File: src/rtl/dsep_pkg.sv
// Shared types and constants for the active-trail search block.
`default_nettype none
package dsep_pkg;
  localparam int NODES_DEF = 32;
  localparam int NODE_W = 6;
  localparam int QDEPTH = 2;

  typedef enum logic [1:0] {
    ACT_EDGE  = 2'd0,
    ACT_MARK  = 2'd1,
    ACT_QUERY = 2'd2,
    ACT_CLEAR = 2'd3
  } action_t;

  // Command handed from the front part to the search engine.
  typedef struct packed {
    logic              bad;
    logic [NODE_W-1:0] xi;
    logic [NODE_W-1:0] xj;
  } query_t;

  typedef enum logic [2:0] {
    ST_IDLE,
    ST_CLOSE,
    ST_SEARCH,
    ST_EXPAND,
    ST_WALK,
    ST_TRAIL,
    ST_TAIL,
    ST_SEP
  } state_t;
endpackage
`default_nettype wire

File: src/rtl/dsep_front.sv
// Front part: decodes items, keeps node count, edge rows, observed set; queues queries.
`default_nettype none
module dsep_front #(
  parameter int NODES = dsep_pkg::NODES_DEF
) (
  input  wire logic                        clk,
  input  wire logic                        rst,
  input  wire logic                        take,
  input  wire logic [1:0]                  action,
  input  wire logic [dsep_pkg::NODE_W-1:0] node_a,
  input  wire logic [dsep_pkg::NODE_W-1:0] node_b,
  input  wire logic                        cfg_we,
  input  wire logic [dsep_pkg::NODE_W-1:0] cfg_wdata,
  input  wire logic                        q_pop,
  output logic                             q_empty,
  output logic                             q_full,
  output dsep_pkg::query_t                 q_head,
  output logic [NODES:0]                   z_head,
  output logic [NODES:0]                   act,
  output logic [NODES:0]                   edges [NODES+1]
);
  logic [dsep_pkg::NODE_W-1:0] node_count;
  logic [NODES:0]              observed;
  logic [dsep_pkg::NODE_W-1:0] n_eff;
  logic va, vb;
  dsep_pkg::query_t            qq   [dsep_pkg::QDEPTH];
  logic [NODES:0]              qz   [dsep_pkg::QDEPTH];
  logic                        wp, rp;
  logic [1:0]                  cnt;

  always_comb begin
    n_eff = (node_count > dsep_pkg::NODE_W'(NODES)) ? dsep_pkg::NODE_W'(NODES) : node_count;
    for (int i = 0; i <= NODES; i++) act[i] = (i >= 1) && (i <= int'(n_eff));
    va = (node_a != '0) && (node_a <= n_eff);
    vb = (node_b != '0) && (node_b <= n_eff);
  end

  assign q_empty = (cnt == 2'd0);
  assign q_full  = (cnt == 2'd2);
  assign q_head  = qq[rp];
  assign z_head  = qz[rp];

  always_ff @(posedge clk) begin
    if (rst) begin
      node_count <= dsep_pkg::NODE_W'(32);
      observed   <= '0;
      wp <= 1'b0;
      rp <= 1'b0;
      cnt <= 2'd0;
      for (int i = 0; i <= NODES; i++) edges[i] <= '0;
    end else begin
      if (cfg_we) node_count <= cfg_wdata;
      if (take) begin
        case (dsep_pkg::action_t'(action))
          dsep_pkg::ACT_EDGE:  if (va && vb) edges[node_a][node_b] <= 1'b1;
          dsep_pkg::ACT_MARK:  if (va) observed[node_a] <= 1'b1;
          dsep_pkg::ACT_QUERY: begin
            qq[wp] <= '{bad: !(va && vb), xi: node_a, xj: node_b};
            qz[wp] <= observed & act;
            observed <= '0;
            wp <= ~wp;
          end
          dsep_pkg::ACT_CLEAR: for (int i = 0; i <= NODES; i++) edges[i] <= '0;
          default: ;
        endcase
      end
      if (q_pop) rp <= ~rp;
      cnt <= cnt + {1'b0, take && (action == dsep_pkg::ACT_QUERY)} - {1'b0, q_pop};
    end
  end
endmodule
`default_nettype wire

File: src/rtl/dsep_engine.sv
// Back part: ancestor closure, Bayes-ball search and trail walk.
`default_nettype none
module dsep_engine #(
  parameter int NODES = dsep_pkg::NODES_DEF
) (
  input  wire logic                        clk,
  input  wire logic                        rst,
  input  wire logic                        q_empty,
  input  wire dsep_pkg::query_t            q_head,
  input  wire logic [NODES:0]              z_head,
  input  wire logic [NODES:0]              act,
  input  wire logic [NODES:0]              edges [NODES+1],
  output logic                             q_pop,
  output logic                             eng_busy,
  output logic                             result_valid,
  output logic [dsep_pkg::NODE_W-1:0]      trail_node,
  output logic                             separated,
  output logic                             truncated,
  output logic                             last
);
  localparam int PW = $clog2(2*(NODES+1));
  localparam int IW = $clog2(NODES+1);
  localparam int CW = $clog2(NODES+1);
  dsep_pkg::state_t state, state_next;
  logic [NODES:0]   z, anc, pend0, pend1, vis0, vis1;
  logic             chg, grow, close_done;
  logic [dsep_pkg::NODE_W-1:0] xi, xj, cur, predv, predp;
  logic [dsep_pkg::NODE_W-1:0] pred [NODES+1];
  logic [IW-1:0]    y, sweep, py;
  logic             d, cut, pd, pvis, ptgt, chain_end;
  logic [CW-1:0]    steps;
  logic [NODES:0]   parcol, anyp, xi_hot;
  logic [2*(NODES+1)-1:0] pend;
  logic             found;
  logic [PW-1:0]    idx;
  logic [NODES:0]   s_par, s_ch;
  logic             do_par, do_ch;

  always_comb begin
    for (int i = 0; i <= NODES; i++) parcol[i] = edges[i][y] & act[i];
    for (int i = 0; i <= NODES; i++) begin
      pend[2*i]   = pend0[i];
      pend[2*i+1] = pend1[i];
    end
    found = 1'b0;
    idx = '0;
    for (int i = 2*(NODES+1)-1; i >= 0; i--)
      if (pend[i]) begin
        found = 1'b1;
        idx = PW'(i);
      end
    // Lowest pending pair: node, direction, already seen, reaches the target.
    py = idx[PW-1:1];
    pd = idx[0];
    pvis = pd ? vis1[py] : vis0[py];
    ptgt = !z[py] && (py == xj[IW-1:0]);
    // Predecessor chain ends where it loops on itself or after NODES nodes.
    predv = pred[cur[IW-1:0]];
    predp = pred[predv[IW-1:0]];
    chain_end = (predv == predp) || (steps + CW'(1) == CW'(NODES));
    // Ancestor closure: one parent column per sweep slot.
    anyp = '0;
    for (int i = 0; i <= NODES; i++) anyp[i] = edges[i][sweep] & act[i];
    grow = anc[sweep] && ((anyp & ~anc) != '0);
    close_done = (sweep == IW'(NODES)) && !chg && !grow;
  end

  always_comb begin
    state_next = state;
    q_pop = 1'b0;
    case (state)
      dsep_pkg::ST_IDLE: if (!q_empty) begin
        q_pop = 1'b1;
        state_next = q_head.bad ? dsep_pkg::ST_SEP : dsep_pkg::ST_CLOSE;
      end
      dsep_pkg::ST_CLOSE: if (close_done) state_next = dsep_pkg::ST_SEARCH;
      dsep_pkg::ST_SEARCH: begin
        if (!found) state_next = dsep_pkg::ST_SEP;
        else if (!pvis) state_next = ptgt ? dsep_pkg::ST_WALK : dsep_pkg::ST_EXPAND;
      end
      dsep_pkg::ST_EXPAND: state_next = dsep_pkg::ST_SEARCH;
      dsep_pkg::ST_WALK:  if (chain_end) state_next = dsep_pkg::ST_TRAIL;
      dsep_pkg::ST_TRAIL: if (chain_end) state_next = dsep_pkg::ST_TAIL;
      dsep_pkg::ST_TAIL:  state_next = dsep_pkg::ST_IDLE;
      dsep_pkg::ST_SEP:   state_next = dsep_pkg::ST_IDLE;
      default: state_next = dsep_pkg::ST_IDLE;
    endcase
  end

  assign eng_busy = (state != dsep_pkg::ST_IDLE);
  assign s_par = parcol;
  assign s_ch  = edges[y] & act;
  assign do_ch  = (d && !z[y]) || (!d && !z[y]);
  assign do_par = (d && !z[y]) || (!d && anc[y]);
  assign xi_hot = {{NODES{1'b0}}, 1'b1} << xi[IW-1:0];

  always_ff @(posedge clk) begin
    if (rst) begin
      state <= dsep_pkg::ST_IDLE;
      result_valid <= 1'b0;
    end else begin
      state <= state_next;
      result_valid <= 1'b0;
      case (state)
        dsep_pkg::ST_IDLE: if (!q_empty) begin
          xi <= q_head.xi;
          xj <= q_head.xj;
          z <= z_head;
          anc <= z_head;
          chg <= 1'b0;
          sweep <= IW'(1);
        end
        dsep_pkg::ST_CLOSE: begin
          if (grow) anc <= anc | anyp;
          if (sweep == IW'(NODES)) begin
            sweep <= IW'(1);
            chg <= 1'b0;
            if (close_done) begin
              pend0 <= '0;
              pend1 <= xi_hot;
              vis0 <= '0;
              vis1 <= '0;
              for (int i = 0; i <= NODES; i++) pred[i] <= (i == int'(xi)) ? xi : '0;
            end
          end else begin
            sweep <= sweep + IW'(1);
            if (grow) chg <= 1'b1;
          end
        end
        dsep_pkg::ST_SEARCH: if (found) begin
          if (pd) pend1[py] <= 1'b0;
          else pend0[py] <= 1'b0;
          if (!pvis) begin
            y <= py;
            d <= pd;
            if (ptgt) begin
              cur <= xj;
              steps <= '0;
            end else if (pd) vis1[py] <= 1'b1;
            else vis0[py] <= 1'b1;
          end
        end
        dsep_pkg::ST_EXPAND: begin
          pend1 <= pend1 | ({(NODES+1){do_par}} & s_par);
          pend0 <= pend0 | ({(NODES+1){do_ch}} & s_ch);
          for (int v = 1; v <= NODES; v++)
            if ((do_par && s_par[v] && !vis1[v]) || (do_ch && s_ch[v] && !vis0[v]))
              pred[v] <= dsep_pkg::NODE_W'(y);
        end
        dsep_pkg::ST_WALK: begin
          // Dry walk of the chain to learn the truncation flag up front.
          if (chain_end) begin
            cut <= predv != predp;
            cur <= xj;
            steps <= '0;
          end else begin
            cur <= predv;
            steps <= steps + CW'(1);
          end
        end
        dsep_pkg::ST_TRAIL: begin
          // Emit current node; advance along predecessor chain.
          result_valid <= 1'b1;
          trail_node <= cur;
          separated <= 1'b0;
          truncated <= cut;
          last <= 1'b0;
          steps <= steps + CW'(1);
          cur <= predv;
        end
        dsep_pkg::ST_TAIL: begin
          result_valid <= 1'b1;
          trail_node <= xi;
          separated <= 1'b0;
          truncated <= cut;
          last <= 1'b1;
        end
        dsep_pkg::ST_SEP: begin
          result_valid <= 1'b1;
          trail_node <= '0;
          separated <= 1'b1;
          truncated <= 1'b0;
          last <= 1'b1;
        end
        default: ;
      endcase
    end
  end
endmodule
`default_nettype wire

File: src/rtl/dsep_active_trail_search_unit.sv
// Top level of the d-separation active-trail search block.
//
// Usage: drive action/node_a/node_b with start; the item is taken as a
// transaction at a rising edge where start is high and busy is low. Edge
// loads, observed marks and graph clears finish at that edge and leave busy
// low, so they can follow every cycle. A query enters the two-entry queue to
// the search engine and holds busy high until its last result is out.
// Query steps: the engine pops the queue, runs an ancestor closure of up to
// NODES sweeps, takes the lowest pending pair and expands each unvisited one
// until the target is reached (or, with none left, gives a separated result),
// dry-walks the predecessor chain for the truncation flag, then gives one
// result per cycle, xj first and xi last. A query naming a node out of use is
// popped straight into the separated state, which registers its single
// separated result. Results sit on trail_node/separated/truncated/last for
// exactly one cycle under result_valid; the receiver cannot stall, so
// nothing back-pressures the engine. Write the node count through
// cfg_we/cfg_wdata only while idle. Reset (rst, synchronous) clears the
// graph, marks, queue and engine and sets the node count to 32.
`default_nettype none
module dsep_active_trail_search_unit #(
  parameter int NODES = dsep_pkg::NODES_DEF
) (
  input  wire logic                        clk,
  input  wire logic                        rst,
  input  wire logic                        start,
  output logic                             busy,
  input  wire logic [1:0]                  action,
  input  wire logic [dsep_pkg::NODE_W-1:0] node_a,
  input  wire logic [dsep_pkg::NODE_W-1:0] node_b,
  input  wire logic                        cfg_we,
  input  wire logic [dsep_pkg::NODE_W-1:0] cfg_wdata,
  output logic                             result_valid,
  output logic [dsep_pkg::NODE_W-1:0]      trail_node,
  output logic                             separated,
  output logic                             truncated,
  output logic                             last
);
  logic             q_pop, q_empty, q_full, eng_busy;
  dsep_pkg::query_t q_head;
  logic [NODES:0]   z_head, act;
  logic [NODES:0]   edges [NODES+1];

  // Hold off new items while a query is pending so edges stay stable.
  assign busy = q_full || !q_empty || eng_busy;

  dsep_front #(.NODES(NODES)) u_front (
    .clk, .rst, .take(start && !busy), .action, .node_a, .node_b,
    .cfg_we, .cfg_wdata, .q_pop, .q_empty, .q_full, .q_head, .z_head,
    .act, .edges
  );

  dsep_engine #(.NODES(NODES)) u_engine (
    .clk, .rst, .q_empty, .q_head, .z_head, .act, .edges, .q_pop,
    .eng_busy, .result_valid, .trail_node, .separated, .truncated, .last
  );
endmodule
`default_nettype wire

File: config.mk
export PLATFORM = sky130hd
export DESIGN_NAME = dsep_active_trail_search_unit
export DESIGN_NICKNAME = d
export VERILOG_FILES = /design/src/rtl/dsep_pkg.sv /design/src/rtl/dsep_front.sv /design/src/rtl/dsep_engine.sv /design/src/rtl/dsep_active_trail_search_unit.sv
export SDC_FILE = /design/constraint.sdc
export NUM_CORES = 2
export LEC_CHECK = 0
export ABC_AREA = 0
export CAP_MARGIN = 20
export CORE_ASPECT_RATIO = 2
export CORE_MARGIN = 10
export CORE_UTILIZATION = 50
export CTS_BUF_LIST = sky130_fd_sc_hd__clkbuf_16
export DETAILED_ROUTE_END_ITERATION = 8
export DONT_BUFFER_PORTS = 1
export HOLD_SLACK_MARGIN = 0.15
export SYNTH_ARGS = -nofsm -noshare
export SYNTH_HDL_FRONTEND = slang
export SYNTH_SLANG_ARGS = --single-unit
File: constraint.sdc
create_clock -name clk -period 9.8 [get_ports clk]
set_input_delay 0 -clock clk [delete_from_list [all_inputs] [get_ports clk]]
set_output_delay 0 -clock clk [all_outputs]
set_load 0.005 [all_outputs]
==> summary.txt <==
Logic synthesis
  • Mapped cell area: 89600 um^2
  • Synth unique cells: roughly 100
  • Top FF cell, synth: dfxtp_1
  • Cells after Synth: roughly 8700
  • Synth area leaders: dfxtp_1 (25%), mux4_2 (20%), edfxtp_1 (18%), a21oi_1 (7.5%), nor2_1 (6.9%)
  • Top-area cell type share of the netlist area: between 20 and 30%
  • Seq cells post-synth: 1673
  • Avg Cell Area, Syn: 10.32 um^2
  • Sequential share of the synthesized area: ~43%
  • Post-synth EDFFs: around 530
  • Synth async-reset ratio: 0%
  • Warnings, synthesis: 0
  • Leading area contributor after synthesis: dfxtp_1

Detailed routing
  • Final wirelength: 489500 um
  • Iter 0 DRT Violations: between 10000 and 15000
  • Vias: ~82000
  • Wire per inst: around 45 um
  • Via/cell ratio: between 7 and 8
  • Routed Antenna Nets: 0
  • DR pass1 iterations: 7
  • DRC Markers: 0

Placement
  • Placed Instance Area: approximately 90000 um^2
  • Post-DP HPWL: ~340000 um
  • Worst slack, placed: around 2400 ps
  • Placed Instances: 10512
  • Gpl congestion: 1.121
  • # port buffers: 0

Final layout
  • Fillcell total: between 15000 and 20000
  • Most frequent cells in the layout: nor2_1 (1559), a21oi_1 (1337), dfxtp_1 (1138), mux4_2 (814), edfxtp_1 (532)
  • Final Instance Area: around 99000 um^2
  • NumNets Final: between 8000 and 9000
  • Non-filler cells, final: roughly 11000
  • Area growth from synthesis to layout: 10.48%
  • Leading cell type in the layout, fill and taps excluded: nor2_1
  • Share of layout cells above drive strength 1: ~20%

Clock tree
  • CTS tree: done
  • Clk Latency, worst-skew pair: 930 ps
  • TritonCTS buffer count: around 170
  • Clock-pin slew on the worst setup and hold paths: 70 ps
  • Clk sinks: approximately 1700
  • H-tree level count: 4
  • Root Buffer: clkbuf_16
  • Max clock buf depth: 4

Die
  • DIE WIDTH: ~320 um
  • CORE AREA: 178100 um^2
  • Initial Utilization: 50.30%
  • Full die area: approximately 200000 um^2
  • Die H: 618.7 um
  • IO Pins: 35
  • # rows: roughly 220

Global route
  • Largest net degree at the start of global routing: between 200 and 250
  • Number of global-route vias before repair: 78647
  • Initial antenna violation count: 66
  • First-pass GRT wire length: between 600000 and 700000 um
  • GRT overflow: 0
  • GRT Overall Usage: 49.45%

STA
  • Clock Skew: 63.82 ps
  • Tmin final: slightly above 8000 ps
  • Slew margin rel.: -30.15%
  • Fmax: about 120 MHz
  • Final setup TNS: 0 ps
  • Final WS setup: between 1500 and 2000 ps
  • # setup viols final: 0
  • Hold Vio Cnt, Final: 0
  • Hold slack: 82.41 ps
  • RSZ-0062 raised after global routing: no
  • Final slew viol count: 2
  • Period Utilization, post-route: 83.14%
  • Worst Max-Slew Pin Slew: between 1500 and 2000 ps

Pwr
  • Static leakage power: 34.71 nW
  • Peak VDD IR: between 0.00015 and 0.0002 V
  • PwrDens: between 150 and 200 nW/um^2

Status
  • Failing checks: max-capacitance violations, max-slew violations
  • Status: finished, violations left

Critical path
  • Max incr delay on CP: just over 1000 ps
  • Arrival time at the worst endpoint: ~8800 ps
  • Flop-to-flop setup slack: between 1500 and 2000 ps
  • CP Class: register to register
  • R2R cell count: 16
  • Crit path cell chain: buf_4 -> mux2i_1 -> a21oi_1 -> nand3_1 -> o31a_1 -> a31oi_2 -> buf_4 -> nand2b_1 -> a2111oi_0 -> a211oi_1 -> o211a_1 -> mux2_1 -> nor4b_2 -> a21oi_1 -> or3_1 -> and2_1
  • CP max stage cell: a211oi_1
  • CP Launch Type: register
  • Crit. End Element: register
  • RR Endpoint: u_engine.cur[0]$_DFFE_PP_
  • CP Data Required Time: ~10000 ps
  • Critical Path Fanout Max: 34

Worst hold path
  • Min-delay src: node_b[2]
  • Type of the worst min-delay path: input port to register
  • WHS Path Cells: 5
  • Hold endpoint: u_front.edges[196]$_SDFFE_PP0P_

Run
  • Max-capacitance violation count: 1
## registers in the layout, summed over array words and instances (netlist names), 2 cells and up, named ones only
register and count:
u_engine.sweep 6, u_front.node_count 6, u_front.cnt 2, u_front.qq 26, u_engine.steps 6, u_engine.vis0 33
u_engine.state 3, u_front.edges 1088, u_engine.pend0 33, u_engine.pred 198, u_engine.anc 32, u_engine.z 32
u_engine.xj 6, u_engine.cur 6, u_front.observed 32, u_engine.trail_node 6, u_engine.vis1 33, u_engine.y 6
u_front.qz 64, u_engine.xi 6, u_engine.pend1 33
## layout make-up
| cell class | instances | area, um^2 | area share [%] |
|---|---|---|---|
| clock buffers | 169 | 4229 | 4.272 |
| repair buffers | 408 | 4018 | 4.059 |
| well taps | 2320 | 2903 | 2.933 |
| diodes | 73 | 182.7 | 0.1845 |
| multi-input cells | 6036 | 47110 | 47.60 |
| flip-flops and latches | 1673 | 38820 | 39.22 |
| inverters | 187 | 706.9 | 0.7142 |
| clock inverters | 120 | 1008 | 1.019 |
## through the flow
step                      utilization (%)  power (W)
final                               55.58    0.01979
after global routing                55.50    0.02000
after CTS                           54.94    0.01924
after detailed placement            51.72    0.01282
after global placement              51.62    0.01278
after floorplan                         -    0.01070
## routing by layer
layer,wire [um],global-route usage [%]
met2,223600,77.66
met3,56450,21.53
met5,324,2.415
met1,131900,43.77
met4,77180,58.22
## worst max-delay path, delay by kind of cell (launching register included)
kind,cells,cell delay [ps]
muxes,2,550
AOI/OAI and AO/OA,7,3360
DFF,1,750
buffers and inverters,2,920
and+or+nand+nor,5,2150
## timing repair
action / in CTS / in global routing
hold buffers: 48 / 7
hold endpoints to repair: 572 / 66
gates resized for setup: 0 / 0
setup buffers: 0 / 0
## where the power goes
group	internal, W	leakage (nW)	switching, W
Clock	0.00354	2.65	0.00303
Sequential	0.00756	14.0	0.000395
Combinational	0.00148	18.0	0.00377
## worst max path at each step
stage                                           end                            start  slack (ps)
floorplan              u_engine.pend0[10]$_DFFE_PP_  u_engine.sweep[1]$_SDFFCE_PN0P_        2350
global placement    u_engine.vis0[13]$_SDFFCE_PN0P_  u_engine.sweep[0]$_SDFFCE_PN1P_        2230
detailed placement   u_engine.pred[23][0]$_DFFE_PP_          u_engine.y[2]$_DFFE_PP_        2360
CTS                  u_engine.pred[23][0]$_DFFE_PP_          u_engine.y[1]$_DFFE_PP_        2350
global route        u_engine.vis0[11]$_SDFFCE_PN0P_  u_engine.sweep[0]$_SDFFCE_PN1P_        1880
finish                    u_engine.cur[0]$_DFFE_PP_                         register        1650
## logic make-up (layout without fill, tap and decap cells)
family	Yosys count	after routing	share of synthesized area (%)
simple gates	2561	2561	11.98
compound gates	2235	2235	14.40
flops	1673	1673	43.32
mux	1198	1198	24.92
buf+inv	975	884	4.950
xor+xnor	18	18	0.1760
fa+ha+maj	17	17	0.2374
other cells	1	80	0.004185
## synthesized netlist by cell type, types with 20 or more instances
| cell type | n |
|---|---|
| a211oi_1 | 36 |
| a21oi_1 | 1346 |
| a221oi_1 | 48 |
| a22oi_1 | 57 |
| a31oi_1 | 53 |
| and2_1 | 38 |
| and3_1 | 23 |
| buf_1 | 93 |
| buf_2 | 113 |
| buf_4 | 44 |
| buf_6 | 55 |
| clkbuf_1 | 478 |
| dfxtp_1 | 1141 |
| edfxtp_1 | 532 |
| inv_1 | 113 |
| inv_2 | 70 |
| mux2_2 | 95 |
| mux2i_1 | 284 |
| mux4_2 | 814 |
| nand2_1 | 456 |
| nand2b_1 | 31 |
| nand3_1 | 96 |
| nor2_1 | 1636 |
| nor2b_1 | 43 |
| nor3_1 | 79 |
| nor4_1 | 37 |
| o211ai_1 | 43 |
| o21a_1 | 25 |
| o21ai_0 | 208 |
| o21ai_1 | 98 |
| o221ai_1 | 39 |
| o22ai_1 | 71 |
| o31ai_1 | 20 |
| or3_1 | 26 |
Note: power is estimated with default switching activity, not from simulation.
